==> config.mk <==
export PLATFORM = sky130hd
export DESIGN_NAME = modbus_rtu_register_slave_unit
export DESIGN_NICKNAME = d
export VERILOG_FILES = /design/src/rtl/core/mrs_pkg.sv /design/src/rtl/core/mrs_ram.sv /design/src/rtl/core/mrs_datapath.sv /design/src/rtl/core/mrs_ctrl.sv /design/src/rtl/core/modbus_rtu_register_slave_unit.sv
export SDC_FILE = /design/constraint.sdc
export NUM_CORES = 1
export LEC_CHECK = 0
export ABC_AREA = 1
export BUFFER_PORTS_ARGS = -buffer_cell sky130_fd_sc_hd__buf_2
export CAP_MARGIN = 20
export CORE_MARGIN = 5
export CORE_UTILIZATION = 30
export DETAILED_ROUTE_END_ITERATION = 6
export HOLD_SLACK_MARGIN = 0.15
export PLACE_DENSITY = 0.47
export SLEW_MARGIN = 15
export SYNTH_ARGS = -nofsm -noshare
export SYNTH_HDL_FRONTEND = slang
export SYNTH_HIERARCHICAL = 1
export SYNTH_SLANG_ARGS = --single-unit
==> constraint.sdc <==
create_clock -name clk -period 4.3 [get_ports clk]
set_input_delay 1.29 -clock clk [delete_from_list [all_inputs] [get_ports clk]]
set_output_delay 1.29 -clock clk [all_outputs]
set_load 0.02 [all_outputs]
==> src/rtl/core/mrs_pkg.sv <==
// Shared constants and types for the Modbus RTU register slave.
// No dependencies.
`timescale 1ns / 1ps
package mrs_pkg;
    localparam int RegWords      = 32;
    localparam int FrameCapacity = 64;
    localparam int RegAw         = $clog2(RegWords);
    localparam int CntW          = $clog2(FrameCapacity + 1);
    localparam int ReadMaxWords  = 29;

    localparam logic [1:0]  REQ_BYTE   = 2'd0;
    localparam logic [1:0]  REQ_GAP    = 2'd1;
    localparam logic [1:0]  REQ_SENSOR = 2'd2;
    localparam logic [7:0]  FC_READ    = 8'h03;
    localparam logic [7:0]  FC_WRITE   = 8'h06;
    localparam logic [15:0] CRC_INIT   = 16'hFFFF;
    localparam logic [15:0] CRC_POLY   = 16'hA001;
    localparam logic [15:0] ADDR_MOIST = 16'h0011;
    localparam logic [15:0] ADDR_TEMP  = 16'h0012;

    // transmit byte source
    typedef enum logic [2:0] {
        SRC_ADDR, SRC_FC, SRC_BCNT, SRC_HI, SRC_LO, SRC_CRCL, SRC_CRCH, SRC_HEAD
    } src_t;

    typedef struct packed {
        logic       rx_push;    // store rx byte
        logic       clr_frame;  // frame consumed
        logic       sensor;     // load sensor words
        logic       wr_word;    // store written word
        logic       rd_issue;   // read register at rd_idx
        logic       emit;       // load output register
        src_t       src;
        logic [2:0] head_sel;
        logic       last;
        logic       crc_init;   // reset tx crc
    } cmd_t;

    typedef struct packed {
        logic       frame_ok;   // >= 8 bytes, address and crc good
        logic       long_enough;
        logic       is_read;
        logic       is_write;
        logic       read_ok;
        logic       write_ok;
        logic [4:0] words;      // capped read count
    } sts_t;

    function automatic logic [15:0] crc_fold(input logic [15:0] c, input logic [7:0] b);
        logic [15:0] x;
        x = c ^ {8'h00, b};
        for (int k = 0; k < 8; k++)
            x = x[0] ? ((x >> 1) ^ CRC_POLY) : (x >> 1);
        return x;
    endfunction
endpackage

==> src/rtl/core/mrs_ram.sv <==
// Generic RAM with one write port and one registered read port.
// No dependencies.
`timescale 1ns / 1ps
module mrs_ram #(
    parameter int Width = 16,
    parameter int Depth = 32
) (
    input  logic                     clk,
    input  logic                     we,
    input  logic [$clog2(Depth)-1:0] waddr,
    input  logic [Width-1:0]         wdata,
    input  logic [$clog2(Depth)-1:0] raddr,
    output logic [Width-1:0]         rdata
);
    logic [Width-1:0] mem [Depth];
    always_ff @(posedge clk)
    begin
        if (we)
            mem[waddr] <= wdata;
        rdata <= mem[raddr];
    end
endmodule

==> src/rtl/core/mrs_datapath.sv <==
// Datapath: frame buffer, receive CRC, register file, response byte builder.
// Depends on mrs_pkg and mrs_ram.
`timescale 1ns / 1ps
module mrs_datapath
    import mrs_pkg::*;
(
    input  logic       clk,
    input  logic       rst_n,
    input  cmd_t       cmd,
    output sts_t       sts,
    input  logic [7:0] slave_address,
    input  logic [7:0] rx_byte,
    input  logic [15:0] moisture_value,
    input  logic [15:0] temperature_value,
    output logic [7:0] tx_byte,
    output logic       last_byte
);
    logic [7:0]      head_reg [8];
    logic [7:0]      tail0_reg, tail1_reg;
    logic [CntW-1:0] cnt_reg;
    logic [15:0]     crc_reg, txcrc_reg;
    logic [15:0]     moist_reg, temp_reg;
    logic [RegAw-1:0] rd_idx_reg;
    logic [15:0]     ram_q;
    logic [7:0]      tx_byte_reg;
    logic            last_reg;
    logic [15:0]     addr16, val16, cnt16;
    logic [16:0]     sum17;
    logic            is_moist_q, is_temp_q;
    logic [15:0]     rd_word;
    logic [7:0]      byte_sel;

    assign addr16 = {head_reg[2], head_reg[3]};
    assign cnt16  = {head_reg[4], head_reg[5]};
    assign val16  = cnt16;
    assign sum17  = {1'b0, addr16} + {1'b0, cnt16};

    assign sts.long_enough = (cnt_reg >= CntW'(8));
    assign sts.frame_ok = sts.long_enough && (head_reg[0] == slave_address)
                          && ({tail1_reg, tail0_reg} == crc_reg);
    assign sts.is_read  = (head_reg[1] == FC_READ);
    assign sts.is_write = (head_reg[1] == FC_WRITE);
    assign sts.read_ok  = (sum17 <= 17'(RegWords));
    assign sts.write_ok = (addr16 != ADDR_MOIST) && (addr16 != ADDR_TEMP)
                          && (addr16 < 16'(RegWords));
    assign sts.words = (cnt16 > 16'(ReadMaxWords)) ? 5'(ReadMaxWords) : cnt16[4:0];

    // sensor words live in flops; the RAM copy of those two is never read
    mrs_ram #(.Width(16), .Depth(RegWords)) u_ram (
        .clk  (clk),
        .we   (cmd.wr_word),
        .waddr(addr16[RegAw-1:0]),
        .wdata(val16),
        .raddr(rd_idx_reg),
        .rdata(ram_q)
    );

    logic [RegAw-1:0] rd_addr_q;
    always_ff @(posedge clk)
    begin
        if (cmd.rd_issue)
            rd_addr_q <= rd_idx_reg;
    end
    assign is_moist_q = (rd_addr_q == RegAw'(ADDR_MOIST));
    assign is_temp_q  = (rd_addr_q == RegAw'(ADDR_TEMP));

    // words never written hold reset value: tracked per word
    logic [RegWords-1:0] written_reg;
    logic [15:0] reset_word;
    always_comb
    begin
        reset_word = 16'd0;
        if (rd_addr_q == RegAw'(0) || rd_addr_q == RegAw'(16'h10))
            reset_word = 16'd1;
    end
    assign rd_word = is_moist_q ? moist_reg : is_temp_q ? temp_reg :
                     written_reg[rd_addr_q] ? ram_q : reset_word;

    always_comb
    begin
        case (cmd.src)
            SRC_ADDR: byte_sel = slave_address;
            SRC_FC:   byte_sel = FC_READ;
            SRC_BCNT: byte_sel = {2'b00, sts.words, 1'b0};
            SRC_HI:   byte_sel = rd_word[15:8];
            SRC_LO:   byte_sel = rd_word[7:0];
            SRC_CRCL: byte_sel = txcrc_reg[7:0];
            SRC_CRCH: byte_sel = txcrc_reg[15:8];
            SRC_HEAD: byte_sel = head_reg[cmd.head_sel];
            default:  byte_sel = 8'h00;
        endcase
    end

    always_ff @(posedge clk or negedge rst_n)
    begin
        if (!rst_n)
        begin
            cnt_reg     <= '0;
            crc_reg     <= CRC_INIT;
            moist_reg   <= 16'd128;
            temp_reg    <= 16'd253;
            written_reg <= '0;
            rd_idx_reg  <= '0;
        end
        else
        begin
            if (cmd.rx_push && cnt_reg < CntW'(FrameCapacity))
            begin
                if (cnt_reg >= CntW'(2))
                    crc_reg <= crc_fold(crc_reg, tail0_reg);
                cnt_reg <= cnt_reg + 1'b1;
            end
            if (cmd.clr_frame)
            begin
                cnt_reg <= '0;
                crc_reg <= CRC_INIT;
            end
            if (cmd.sensor)
            begin
                moist_reg <= moisture_value;
                temp_reg  <= temperature_value;
            end
            if (cmd.wr_word)
                written_reg[addr16[RegAw-1:0]] <= 1'b1;
            // read address held until the low byte of the word has gone out
            if (cmd.crc_init)
                rd_idx_reg <= addr16[RegAw-1:0];
            else if (cmd.emit && cmd.src == SRC_LO)
                rd_idx_reg <= rd_idx_reg + 1'b1;
        end
    end

    always_ff @(posedge clk)
    begin
        if (cmd.rx_push && cnt_reg < CntW'(FrameCapacity))
        begin
            if (cnt_reg < CntW'(8))
                head_reg[cnt_reg[2:0]] <= rx_byte;
            tail0_reg <= tail1_reg;
            tail1_reg <= rx_byte;
        end
        // CRC bytes themselves are not folded in
        if (cmd.crc_init)
            txcrc_reg <= CRC_INIT;
        else if (cmd.emit && cmd.src != SRC_CRCL && cmd.src != SRC_CRCH)
            txcrc_reg <= crc_fold(txcrc_reg, byte_sel);
        if (cmd.emit)
        begin
            tx_byte_reg <= byte_sel;
            last_reg    <= cmd.last;
        end
    end

    assign tx_byte   = tx_byte_reg;
    assign last_byte = last_reg;
endmodule

==> src/rtl/core/mrs_ctrl.sv <==
// Controller: accepts items, sequences frame check and response bytes.
// Depends on mrs_pkg.
`timescale 1ns / 1ps
module mrs_ctrl
    import mrs_pkg::*;
(
    input  logic       clk,
    input  logic       rst_n,
    input  logic       in_valid,
    output logic       in_stall,
    input  logic [1:0] req_type,
    output logic       out_valid,
    input  logic       out_stall,
    output cmd_t       cmd,
    input  sts_t       sts
);
    typedef enum logic [2:0] {
        S_IDLE, S_RHDR, S_RREQ, S_RHI, S_RLO, S_CRCL, S_CRCH, S_ECHO
    } state_t;

    state_t     state_reg;
    logic [4:0] left_reg;
    logic [2:0] k_reg;
    logic       ovalid_reg;
    logic [1:0] hdr_reg;

    logic take, slot;
    assign take = in_valid && !in_stall;
    assign slot = !ovalid_reg || !out_stall;   // output register free this edge
    assign in_stall  = (state_reg != S_IDLE);
    assign out_valid = ovalid_reg;

    always_comb
    begin
        cmd = '0;
        cmd.rx_push = take && (req_type == REQ_BYTE);
        cmd.sensor  = take && (req_type == REQ_SENSOR);
        if (take && req_type == REQ_GAP && sts.long_enough)
        begin
            cmd.clr_frame = 1'b1;
            cmd.crc_init  = 1'b1;
            cmd.wr_word   = sts.frame_ok && sts.is_write && sts.write_ok;
        end
        case (state_reg)
            S_RHDR:
            begin
                cmd.emit = slot;
                cmd.src  = (hdr_reg == 2'd0) ? SRC_ADDR : (hdr_reg == 2'd1) ? SRC_FC : SRC_BCNT;
            end
            S_RREQ: cmd.rd_issue = 1'b1;
            S_RHI:  begin cmd.emit = slot; cmd.src = SRC_HI; end
            S_RLO:  begin cmd.emit = slot; cmd.src = SRC_LO; end
            S_CRCL: begin cmd.emit = slot; cmd.src = SRC_CRCL; end
            S_CRCH: begin cmd.emit = slot; cmd.src = SRC_CRCH; cmd.last = 1'b1; end
            S_ECHO:
            begin
                cmd.emit = slot;
                cmd.src = SRC_HEAD;
                cmd.head_sel = k_reg;
                cmd.last = (k_reg == 3'd7);
            end
            default: ;
        endcase
    end

    always_ff @(posedge clk or negedge rst_n)
    begin
        if (!rst_n)
        begin
            state_reg  <= S_IDLE;
            left_reg   <= '0;
            k_reg      <= '0;
            hdr_reg    <= '0;
            ovalid_reg <= 1'b0;
        end
        else
        begin
            if (cmd.emit)
                ovalid_reg <= 1'b1;
            else if (!out_stall)
                ovalid_reg <= 1'b0;
            case (state_reg)
                S_IDLE:
                begin
                    if (take && req_type == REQ_GAP && sts.frame_ok)
                    begin
                        if (sts.is_read && sts.read_ok)
                        begin
                            state_reg <= S_RHDR;
                            hdr_reg   <= '0;
                            left_reg  <= sts.words;
                        end
                        else if (sts.is_write && sts.write_ok)
                        begin
                            state_reg <= S_ECHO;
                            k_reg     <= '0;
                        end
                    end
                end
                S_RHDR:
                    if (slot)
                    begin
                        hdr_reg <= hdr_reg + 1'b1;
                        if (hdr_reg == 2'd2)
                            state_reg <= (left_reg == 5'd0) ? S_CRCL : S_RREQ;
                    end
                S_RREQ: state_reg <= S_RHI;
                S_RHI:  if (slot) state_reg <= S_RLO;
                S_RLO:
                    if (slot)
                    begin
                        left_reg  <= left_reg - 1'b1;
                        state_reg <= (left_reg == 5'd1) ? S_CRCL : S_RREQ;
                    end
                S_CRCL: if (slot) state_reg <= S_CRCH;
                S_CRCH: if (slot) state_reg <= S_IDLE;
                S_ECHO:
                    if (slot)
                    begin
                        k_reg <= k_reg + 1'b1;
                        if (k_reg == 3'd7)
                            state_reg <= S_IDLE;
                    end
                default: state_reg <= S_IDLE;
            endcase
        end
    end

    a_no_take_busy: assert property (@(posedge clk) disable iff (!rst_n)
        (state_reg != S_IDLE) |-> !take) else $error("item taken while busy");
    a_emit_slot: assert property (@(posedge clk) disable iff (!rst_n)
        cmd.emit |-> slot) else $error("output overwritten");
    a_last_idle: assert property (@(posedge clk) disable iff (!rst_n)
        (cmd.emit && cmd.last) |=> (state_reg == S_IDLE)) else $error("last not final");
endmodule

==> src/rtl/core/modbus_rtu_register_slave_unit.sv <==
// Top level of the Modbus RTU register slave (function codes 03 and 06).
// Depends on mrs_pkg, mrs_ctrl, mrs_datapath, mrs_ram.
`timescale 1ns / 1ps
// Usage:
//   Input channel (in_valid/in_stall) carries one item per beat: a received
//   byte, a frame gap, or a sensor update. Output channel (out_valid/
//   out_stall) carries one response byte per beat, last_byte marking the end.
//   Byte, sensor and unanswered gap items are taken at once. An answered
//   gap keeps the input stalled: a write echo while the eight request bytes
//   go out, a read while the header bytes, per word a RAM read (registered
//   read port) and the two data bytes, and the two CRC bytes go out.
//   in_stall is high while a response is being sent; items wait.
//   A stalled receiver holds the output register and the sequencer pauses.
//   Reset clears the frame, restores the register file defaults and sets the
//   station address to 1. slave_address_we writes the station address.
//   Register file words read by the response come from a two-port RAM;
//   per-word written flags give the reset contents without a clearing pass.
module modbus_rtu_register_slave_unit
    import mrs_pkg::*;
(
    input  logic        clk,
    input  logic        rst_n,
    input  logic        slave_address_we,
    input  logic [7:0]  slave_address_wdata,
    input  logic        in_valid,
    output logic        in_stall,
    input  logic [1:0]  req_type,
    input  logic [7:0]  rx_byte,
    input  logic signed [15:0] moisture_value,
    input  logic signed [15:0] temperature_value,
    output logic        out_valid,
    input  logic        out_stall,
    output logic [7:0]  tx_byte,
    output logic        last_byte
);
    logic [7:0] addr_reg;
    cmd_t cmd;
    sts_t sts;

    always_ff @(posedge clk or negedge rst_n)
    begin
        if (!rst_n)
            addr_reg <= 8'd1;
        else if (slave_address_we)
            addr_reg <= slave_address_wdata;
    end

    mrs_ctrl u_ctrl (
        .clk(clk), .rst_n(rst_n), .in_valid(in_valid), .in_stall(in_stall),
        .req_type(req_type), .out_valid(out_valid), .out_stall(out_stall),
        .cmd(cmd), .sts(sts)
    );

    mrs_datapath u_dp (
        .clk(clk), .rst_n(rst_n), .cmd(cmd), .sts(sts), .slave_address(addr_reg),
        .rx_byte(rx_byte), .moisture_value(moisture_value),
        .temperature_value(temperature_value), .tx_byte(tx_byte), .last_byte(last_byte)
    );
endmodule

Yosys cells after proc, flatten, opt, wreduce, memory -nomap -nowiden
Memory sizes are Yosys's and may differ from the RTL's. A register that Yosys moved wholly into a read port is not among the register bits.
Cells that the tools add are included.
- bits of input ports: 55
- RAM bits: 576
- bits in latches: 0
- register bits after elaboration: 160
- word-level logic and storage cells: 217
- output and inout bits: 11
- memories: 2
- memory bits (read-only): 0
- add/sub/neg operators: 6
- div/mod/pow operators: 0
- shift-type cells: 0
- multiplexer cells: 75
- eq/ne operators: 45
- magnitude comparators: 10
- bitwise operators: 19
- multiply operators: 0
- reductions and logical operators: 42
- memories (name ; depth ; bits a word ; read ports ; clocked after memory_dff ; write ports ; RTL line ; RTL):
    u_dp.u_ram.mem ; 32 ; 16 ; 1 ; 1 ; 1 ; mrs_ram.sv:15 ; logic [Width-1:0] mem [Depth];
    u_dp.head_reg ; 8 ; 8 ; 7 ; 0 ; 1 ; mrs_datapath.sv:18 ; logic [7:0] head_reg [8];
- operators with widths (cell ; count):
    two-way mux 16 bit ; 22
    case mux 8 bit (8 select lines) ; 1
    two-way mux 3 bit ; 19
    inverter 2 -> 3 bit ; 16
    inequality test 16 x 5 -> 1 bit (second input constant) ; 2
    bitwise OR 32 bit ; 1
    bitwise XOR 16 x 8 -> 16 bit ; 2
    two-way mux 5 bit ; 6
    == test 3 bit (second input constant) ; 9
    inequality test 2 x 1 -> 1 bit (second input constant) ; 12
    case mux 3 bit (8 select lines) ; 1
    case mux 4 bit (6 select lines) ; 1
    logical AND 1 bit ; 19
    adder 16 x 16 -> 17 bit ; 1
    less-or-equal comparator 17 x 6 -> 1 bit (second input constant) ; 1
    == test 16 bit ; 1
    greater-than comparator 16 x 5 -> 1 bit (second input constant) ; 1
    less-than comparator 16 x 6 -> 1 bit (second input constant) ; 1
    == test 5 bit (second input constant) ; 3
    two-way mux 7 bit ; 2
    two-way mux 1 bit ; 13
    == test 3 x 2 -> 1 bit (second input constant) ; 4
    less-than comparator 5 x 6 -> 1 bit (second input constant) ; 2
    nonzero test 2 bit ; 6
    37 further kinds ; 51

Depth between registers and ports, before layout
Gate-level depths: netlist of run 1.
- depth in word-level cells: 24
- mapped depth: 28
- depth with buffers taken out: 26

Modules after synthesis
Netlist of run 1, hierarchy kept.
- by module, submodules not included (module ; cells each ; seq. area each (µm²) ; area each (µm²) ; times used):
    mrs_ram ; 1794 ; 15695.1 ; 21301.7 ; 1
    mrs_datapath ; 1106 ; 5475.3 ; 10353.7 ; 1
    mrs_ctrl ; 203 ; 350.3 ; 1318.8 ; 1
    modbus_rtu_register_slave_unit ; 34 ; 201.4 ; 306.5 ; 1

Worst setup path after synthesis of run 1
OpenSTA, ideal clock, no wires.
- kind: register to register
- start: register u_dp.crc_reg[2]
- end: memory u_dp.u_ram.mem[31][0], enable pin
- period minus slack after synthesis: 4052 ps
- data arrival time: 3664 ps
- path buffers: 0
- stages on the path, launching flop included: 11
- slack: 248 ps
- data required time: 3912 ps
- setup time: 388 ps
- cells stage by stage: dfstp_2 > xnor2_1 > ha_1 > nand3_1 > nor4_1 > nand3_1 > nor4_1 > inv_1 > nor4_1 > nand3_1 > nor2_1
- RTL lines (element ; RTL line ; RTL):
    start: declaration ; mrs_datapath.sv:21 ; logic [15:0] crc_reg, txcrc_reg;
    start signal: assignment ; mrs_datapath.sv:110 ; crc_reg <= crc_fold(crc_reg, tail0_reg);
    end: declaration ; mrs_ram.sv:15 ;

==> impl_metrics.ini, run 1 <==
[global_routing]
met3_track_demand_over_resource_in_global_routing_pct = 2.18
groute.layer.met2.usage_pct = 26.3
first_pass_grt_wire_length_mm = 143
maximum_number_of_pins_on_one_net_before_global_route_repair = 112
global_route.overflow_total = 0
grt-busiest-layer = met2
grt_usage_pct = 16.1
grt_antenna_before_repair = 0
grt_pass1_vias = 22000
grt_util_met1_pct = 22.7

[placed_design]
dpl.hpwl_mm = 59.2
placed_cells = 4654
buffer_ports.inserted = 65
gp_congestion = 0.834

[clocking]
cts.repair.resized = 0
tritoncts_clock_tree = yes
postCtsSetupBuffers = 0
cts.root.buffer_cell = clkbuf_16
insertion_delay_ps = 660
count_of_hold_fix_buffers_inserted_at_cts = 0
htree_num_levels = 3
clock_transition_at_path_regs_ps = 60
clk_path_buf_depth = 3
cts.sink_count = 752
cts_made_buffers = 86

[routing]
route.vias.total = 22900
postRouteWirelength_mm = 96.1
antenna_violating_nets_post_route = 0
remaining_routing_drc_violations = 0
detailedRoute.firstPassIterationCount = 6
first_iter_violations = 1748
drt-wirelength-per-cell_um = 20.0
post_drt_via_cell_ratio = 4.76

[finish]
seq_area_sq_mm = 0.0217
flow.area_growth_from_synthesis_pct = 15.1
multi_input_area_sq_mm = 0.00999
layoutNonFillerInstCount = 4814
number_of_flip_flops_under_the_largest_register_name = 512
n_fill_cell = 11100
layout.nets = 3344
share_of_final_layout_standard_cells_stronger_than_drive_strength_1_pct = 13.0
leading_cell_type_in_the_layout_fill_and_taps_excluded = nand2_1
final_cell_mix = 1010 x nand2_1, 606 x edfxtp_1, 485 x nand3_1

[sta]
time_the_worst_path_needs_with_i_o_delays_and_setup_ps = 3760
worst_slew_pin_slew_ps = 920
finalSetupViolations = 0
final_max_tran_viols = 0
final-hold-violation-count = 0
max_slew_margin_pct = 38.6
grt_setup_unrepaired = no
accumulated_negative_setup_slack_ps = 0
part_of_the_cycle_the_worst_path_needs_pct = 87.5
fmax_mhz = 266
clock_skew_ps = 30.2

[synth]
synth.top_cells.by_area = edfxtp_1 55%, nand2_1 11%, nand3_1 7.3%, dfrtp_1 6.7%, dfstp_2 2.0%
post_synth_num_cell_types = 62
synthCells = 3137
count_of_flip_flops_with_a_built_in_enable_after_synthesis = 606
syn_area_sq_mm = 0.0333
sequential_share_of_the_synthesized_area_pct = 65.3
dominantRegCellSynth = edfxtp_1
post_synth.cell_area_avg_sq_um = 10.6
ys_warn_count = 6
ys_async_sr_fraction_pct = 15.2
yosys.area.top_type = edfxtp_1
synth_top_area_share_pct = 54.7
postSynthNetCount = 3224
flop_and_latch_count_out_of_synthesis = 752

[critical_path]
capturing_point_of_the_worst_reg2reg_path = u_dp/txcrc_reg[0]
worstSetupEndpoint = u_dp/txcrc_reg[0]
critPathCaptureType = register
r2r.worst_path.cells = 24
critPathKind = reg2reg
crit_fanout = 42
rrSetupSlack_ps = 540
worst_setup_path_start_kind = register
worst_setup_path_startpoint = u_ctrl/state_reg[2]
rr_startpoint = u_ctrl/state_reg[2]
critPathRequiredTime_ps = 4850
timing.critical_path.arrival_ps = 4310

[pwr]
power_density_mw_per_mm2 = 634
power_leakage_uw = 0.0148
max-vdd-ir-drop_mv = 0.525

[die]
start_util_pct = 30.2
floorplan.rows = 122
die_span_in_y_um = 343
die_x_um = 343
ios = 66
placeableCoreArea_sq_mm = 0.110
die_area_sq_mm = 0.118

[min_path]
timing.hold.worst.class = reg2reg

[flow_run]
maxCapViolations = 0

[status]
outcome = completed
[where the power goes]
group / switching [uW] / leakage (uW) / internal (uW)
registers: 547 / 0.00706 / 8500
logic: 5600 / 0.00645 / 2440
clock network: 2950 / 0.00133 / 4270
[synthesized netlist by cell type (3+ instances only)]
cell type     n
o21bai_1     19
nand3_1     485
xor2_1       11
a22oi_1       3
dfrtp_1      89
ha_1         31
buf_6        31
dfxtp_1      32
inv_4         3
xnor2_1      26
dfstp_2      25
or2_2        15
mux2_2       29
a221oi_1      9
inv_2         6
inv_1       156
clkbuf_1     32
nor4_1       12
buf_2        42
buf_1         3
nor2_1      129
o221ai_1      6
nand2_2      18
o211ai_1     13
o22ai_1       3
nand4_1       6
nor2_2       10
o21ai_0     106
edfxtp_1    606
a21oi_1      73
nand3_2       9
nand3b_1      9
nand2_1    1010
nor3_1       17
buf_4        30
[stage by stage]
step | hold slack, ps | util (%) | total power (uW) | setup WS, ps | cell area [sq um]
finish | 456 | 34.7 | 24300 | 539 | 38300
CTS | 459 | 34.7 | 24500 | 532 | 38300
global placement | 439 | 32.2 | 17200 | 593 | 35500
global route | 477 | 34.7 | 25800 | 53.4 | 38300
floorplan | 424 | - | 14900 | 248 | 33300
detailed placement | 447 | 32.2 | 17300 | 551 | 35500
[how the worst min path moves through the flow]
| stage | start | to | slack, ps | depth (start not counted) |
|---|---|---|---|---|
| after floorplan | u_dp/written_reg[0] | u_dp/written_reg[0] | 420 | 2 |
| after global placement | u_dp/written_reg[26] | u_dp/written_reg[26] | 440 | 2 |
| after detailed placement | u_dp/written_reg[31] | u_dp/written_reg[31] | 450 | 2 |
| after CTS | u_dp/written_reg[23] | u_dp/written_reg[23] | 460 | 2 |
| after global routing | u_dp/written_reg[3] | u_dp/written_reg[3] | 480 | 2 |
| final | u_dp/written_reg[31] | u_dp/written_reg[31] | 460 | 2 |
[worst max-delay path, stage by stage, from the launching register on]
cell and delay [ps]:
dfrtp_1 710, nand2_2 170, nor2_2 160, inv_1 130, nor2_2 120, buf_4 360
a21oi_1 110, o21ai_0 130, o21ai_0 150, o21ai_0 160, nor2_1 70, nor2_1 210
nand3_2 130, nand2_2 90, nand2_1 50, nand2_1 130, nand3_1 110, nand3_1 130
nand2_1 80, nand2_2 80, nand2_2 60, nand2_1 80, nand3_1 70, nand3_1 70
nand2_1 60
[logic make-up (layout without fill, tap and decap cells)]
logic type | Yosys count | in the layout | synth area share, %
AO/OA/AOI/OAI | 245 | 245 | 4.28
XOR/XNOR | 37 | 37 | 0.974
adder cells (fa/ha/maj) | 32 | 32 | 1.23
buffers and inverters | 310 | 497 | 4.85
flip-flops | 752 | 752 | 65.3
multiplexers | 29 | 29 | 0.981
other | 0 | 2 | 0
AND/OR/NAND/NOR | 1732 | 1732 | 22.4
[layer usage]
metal | vias up | wire length (um)
li1 | 11000 | -
met1 | 11200 | 44600
met2 | 488 | 45500
met3 | 123 | 3960
met4 | 0 | 1930
met5 | - | 0
[layout make-up]
class                   instances  share of cell area [%]
multi-input cells            2075                    26.1
clock inverters                41                    1.12
clock buffers                 114                    6.06
inverters                     168                    1.69
diodes                          2                  0.0131
well taps                    1488                    4.86
flip-flops and latches        752                    56.7
repair buffers                174                    3.47
Note: power is estimated with default switching activity, not from simulation.
==> run 2: changes to the inputs <==
--- a/config.mk
+++ b/config.mk
@@ -10,6 +10,7 @@
 export CAP_MARGIN = 20
 export CORE_MARGIN = 5
 export CORE_UTILIZATION = 30
+export CTS_BUF_LIST = sky130_fd_sc_hd__clkbuf_8
 export DETAILED_ROUTE_END_ITERATION = 6
 export HOLD_SLACK_MARGIN = 0.15
 export PLACE_DENSITY = 0.47
==> run 2 against run 1 <==
Against the previous run: global-route usage grew 0.18 points; clock power shrank 8.3%; die area is the same; final cell count increased by 1.6%; maximum frequency fell by 0.37%; clock skew rose by 48 ps; flip-flop and latch count unchanged; critical path depth decreased by 1; combinational power hardly changed; design area fell by 0.36%; critical endpoint unchanged; largest power group unchanged; highest routed layer unchanged.
==> impl_metrics.ini, run 2 (same netlist as run 1, synthesis figures left out) <==
[routing]
first_iter_violations = 1882
met3RoutedLength_mm = 4.54
met2_wirelength_from_detailed_routing_mm = 45.8
highest_metal_layer_used_by_the_detailed_router = met4
detailedRoute.firstPassIterationCount = 5
drt-wirelength-per-cell_um = 19.7
route.vias.total = 23100
postRouteWirelength_mm = 96.6
antenna_violating_nets_post_route = 0
remaining_routing_drc_violations = 0
met1Wirelength_mm = 44.4
post_drt_via_cell_ratio = 4.73

[critical_path]
capturing_point_of_the_worst_reg2reg_path = u_dp/txcrc_reg[0]
crit_fanout = 12
rr_startpoint = u_ctrl/state_reg[2]
critPathRequiredTime_ps = 4970
r2r.worst_path.cells = 23
critPathKind = reg2reg
worst_setup_path_start_kind = register
timing.critical_path.arrival_ps = 4450
critPathCaptureType = register
rrSetupSlack_ps = 530

[clocking]
cts.repair.resized = 0
tritoncts_clock_tree = yes
clk_path_buf_depth = 3
cts.root.buffer_cell = clkbuf_8
cts.sink_count = 752
insertion_delay_ps = 800
cts_made_buffers = 135
htree_num_levels = 4
count_of_hold_fix_buffers_inserted_at_cts = 0
clock_transition_at_path_regs_ps = 60

[sta]
clock_skew_ps = 78.2
accumulated_negative_setup_slack_ps = 0
worst_slew_pin_slew_ps = 919
final-hold-violation-count = 0
finalSetupViolations = 0
fmax_mhz = 265
final_max_tran_viols = 0
part_of_the_cycle_the_worst_path_needs_pct = 87.8
grt_setup_unrepaired = no
time_the_worst_path_needs_with_i_o_delays_and_setup_ps = 3770
max_slew_margin_pct = 38.5

[die]
die_span_in_y_um = 343
die_x_um = 343
ios = 66
start_util_pct = 30.2
floorplan.rows = 122
placeableCoreArea_sq_mm = 0.110
die_area_sq_mm = 0.118

[finish]
layoutNonFillerInstCount = 4892
layout.nets = 3392
number_of_flip_flops_under_the_largest_register_name = 512
end_of_flow_core_utilization_pct = 34.6
flow.area_growth_from_synthesis_pct = 14.7
leading_cell_type_in_the_layout_fill_and_taps_excluded = nand2_1
n_fill_cell = 11200
final_cell_mix = 1010 x nand2_1, 606 x edfxtp_1, 485 x nand3_1
share_of_final_layout_standard_cells_stronger_than_drive_strength_1_pct = 14.5

[global_routing]
grt_pass1_vias = 22400
maximum_number_of_pins_on_one_net_before_global_route_repair = 112
grt_antenna_before_repair = 1
global_route.overflow_total = 0
first_pass_grt_wire_length_mm = 144
grt_usage_pct = 16.2

[pwr]
power_density_mw_per_mm2 = 621
max-vdd-ir-drop_mv = 0.455
power_leakage_uw = 0.0150

[placed_design]
gp_congestion = 0.834
dpl.hpwl_mm = 59.2
buffer_ports.inserted = 65
placed_cells = 4654

[min_path]
timing.hold.worst_path_depth = 2
min_delay_worst_endpoint = u_dp/written_reg[31]
timing.hold.worst.class = reg2reg
timing.hold.worst.start = u_dp/written_reg[31]

[status]
outcome = completed

[flow_run]
maxCapViolations = 0
-- run 2: cell types whose count changed in the layout (fill, tap and decap cells not counted), moves of 4 or more --
cell       delta
clkinv_1      -4
inv_1        +43
clkbuf_1     -24
inv_6         +4
inv_8         +4
clkbuf_8    +141
clkbuf_16    -88
-- run 2: worst max-delay path by stage --
| stage | start | end | slack (ps) | cells after the start |
|---|---|---|---|---|
| floorplan | u_dp/crc_reg[2] | u_dp/u_ram/mem[31][0] | 250 | 10 |
| global placement | u_ctrl/state_reg[2] | u_dp/txcrc_reg[0] | 590 | 24 |
| detailed placement | u_dp/head_reg[5][1] | u_ctrl/state_reg[0] | 550 | 19 |
| CTS | u_dp/head_reg[5][1] | u_ctrl/state_reg[0] | 500 | 19 |
| global route | u_ctrl/state_reg[2] | u_dp/txcrc_reg[0] | 50 | 23 |
| finish | u_ctrl/state_reg[2] | u_dp/txcrc_reg[0] | 530 | 23 |
-- run 2: worst max-delay path, cell delays in order (launching register included) --
cell	delay (ps)
dfrtp_1	720
inv_1	200
nand2_1	150
nor2_1	60
nor2_1	290
inv_1	160
nand3_1	150
inv_1	180
a221oi_1	370
nand2_1	80
nor2_1	210
nand3_2	140
nand2_2	100
nand2_1	50
nand2_1	100
nand2_1	100
nand2_1	100
nand2_1	50
nand2_1	80
nand2_2	80
nand3_1	100
nand3_1	80
nand3_1	70
nand2_1	60
-- run 2: final cells by class --
| cell class | count | area (sq um) | area share (%) |
|---|---|---|---|
| clock inverter | 89 | 646 | 1.69 |
| sequential | 752 | 21700 | 56.9 |
| antenna | 4 | 10.0 | 0.0262 |
| tap | 1488 | 1860 | 4.88 |
| clock buffer | 143 | 1970 | 5.16 |
| timing repair buffer | 173 | 1320 | 3.46 |
| multi-input combinational | 2075 | 9990 | 26.2 |
| inverter | 168 | 648 | 1.70 |
-- run 2: stage by stage --
stage	hold slack, ps	total power (uW)	setup slack (ps)	cell area (sq um)
after global routing	478	25300	47.7	38200
after global placement	439	17200	593	35500
final	457	23700	525	38200
after detailed placement	447	17300	551	35500
after floorplan	424	14900	248	33300
after CTS	459	24000	505	38100
-- run 2: repair_timing --
action                                  in CTS  in global routing
endpoints found under the setup margin       0                  3
buffers inserted                             0                  1
hold endpoints to repair                     0                  0
-- run 2: report_power, final --
part	switching, uW	leakage (uW)	internal [uW]	total (uW)
sequential	540	0.00706	8500	9040
combinational	5610	0.00644	2440	8050
clock	3080	0.00150	3530	6610
-- run 2: routing by layer --
layer / up-vias / track usage, %
met1: 11300 / 22.8
met3: 137 / 2.64
li1: 11100 / -
met5: - / 0
met4: 0 / 4.32
met2: 550 / 26.3
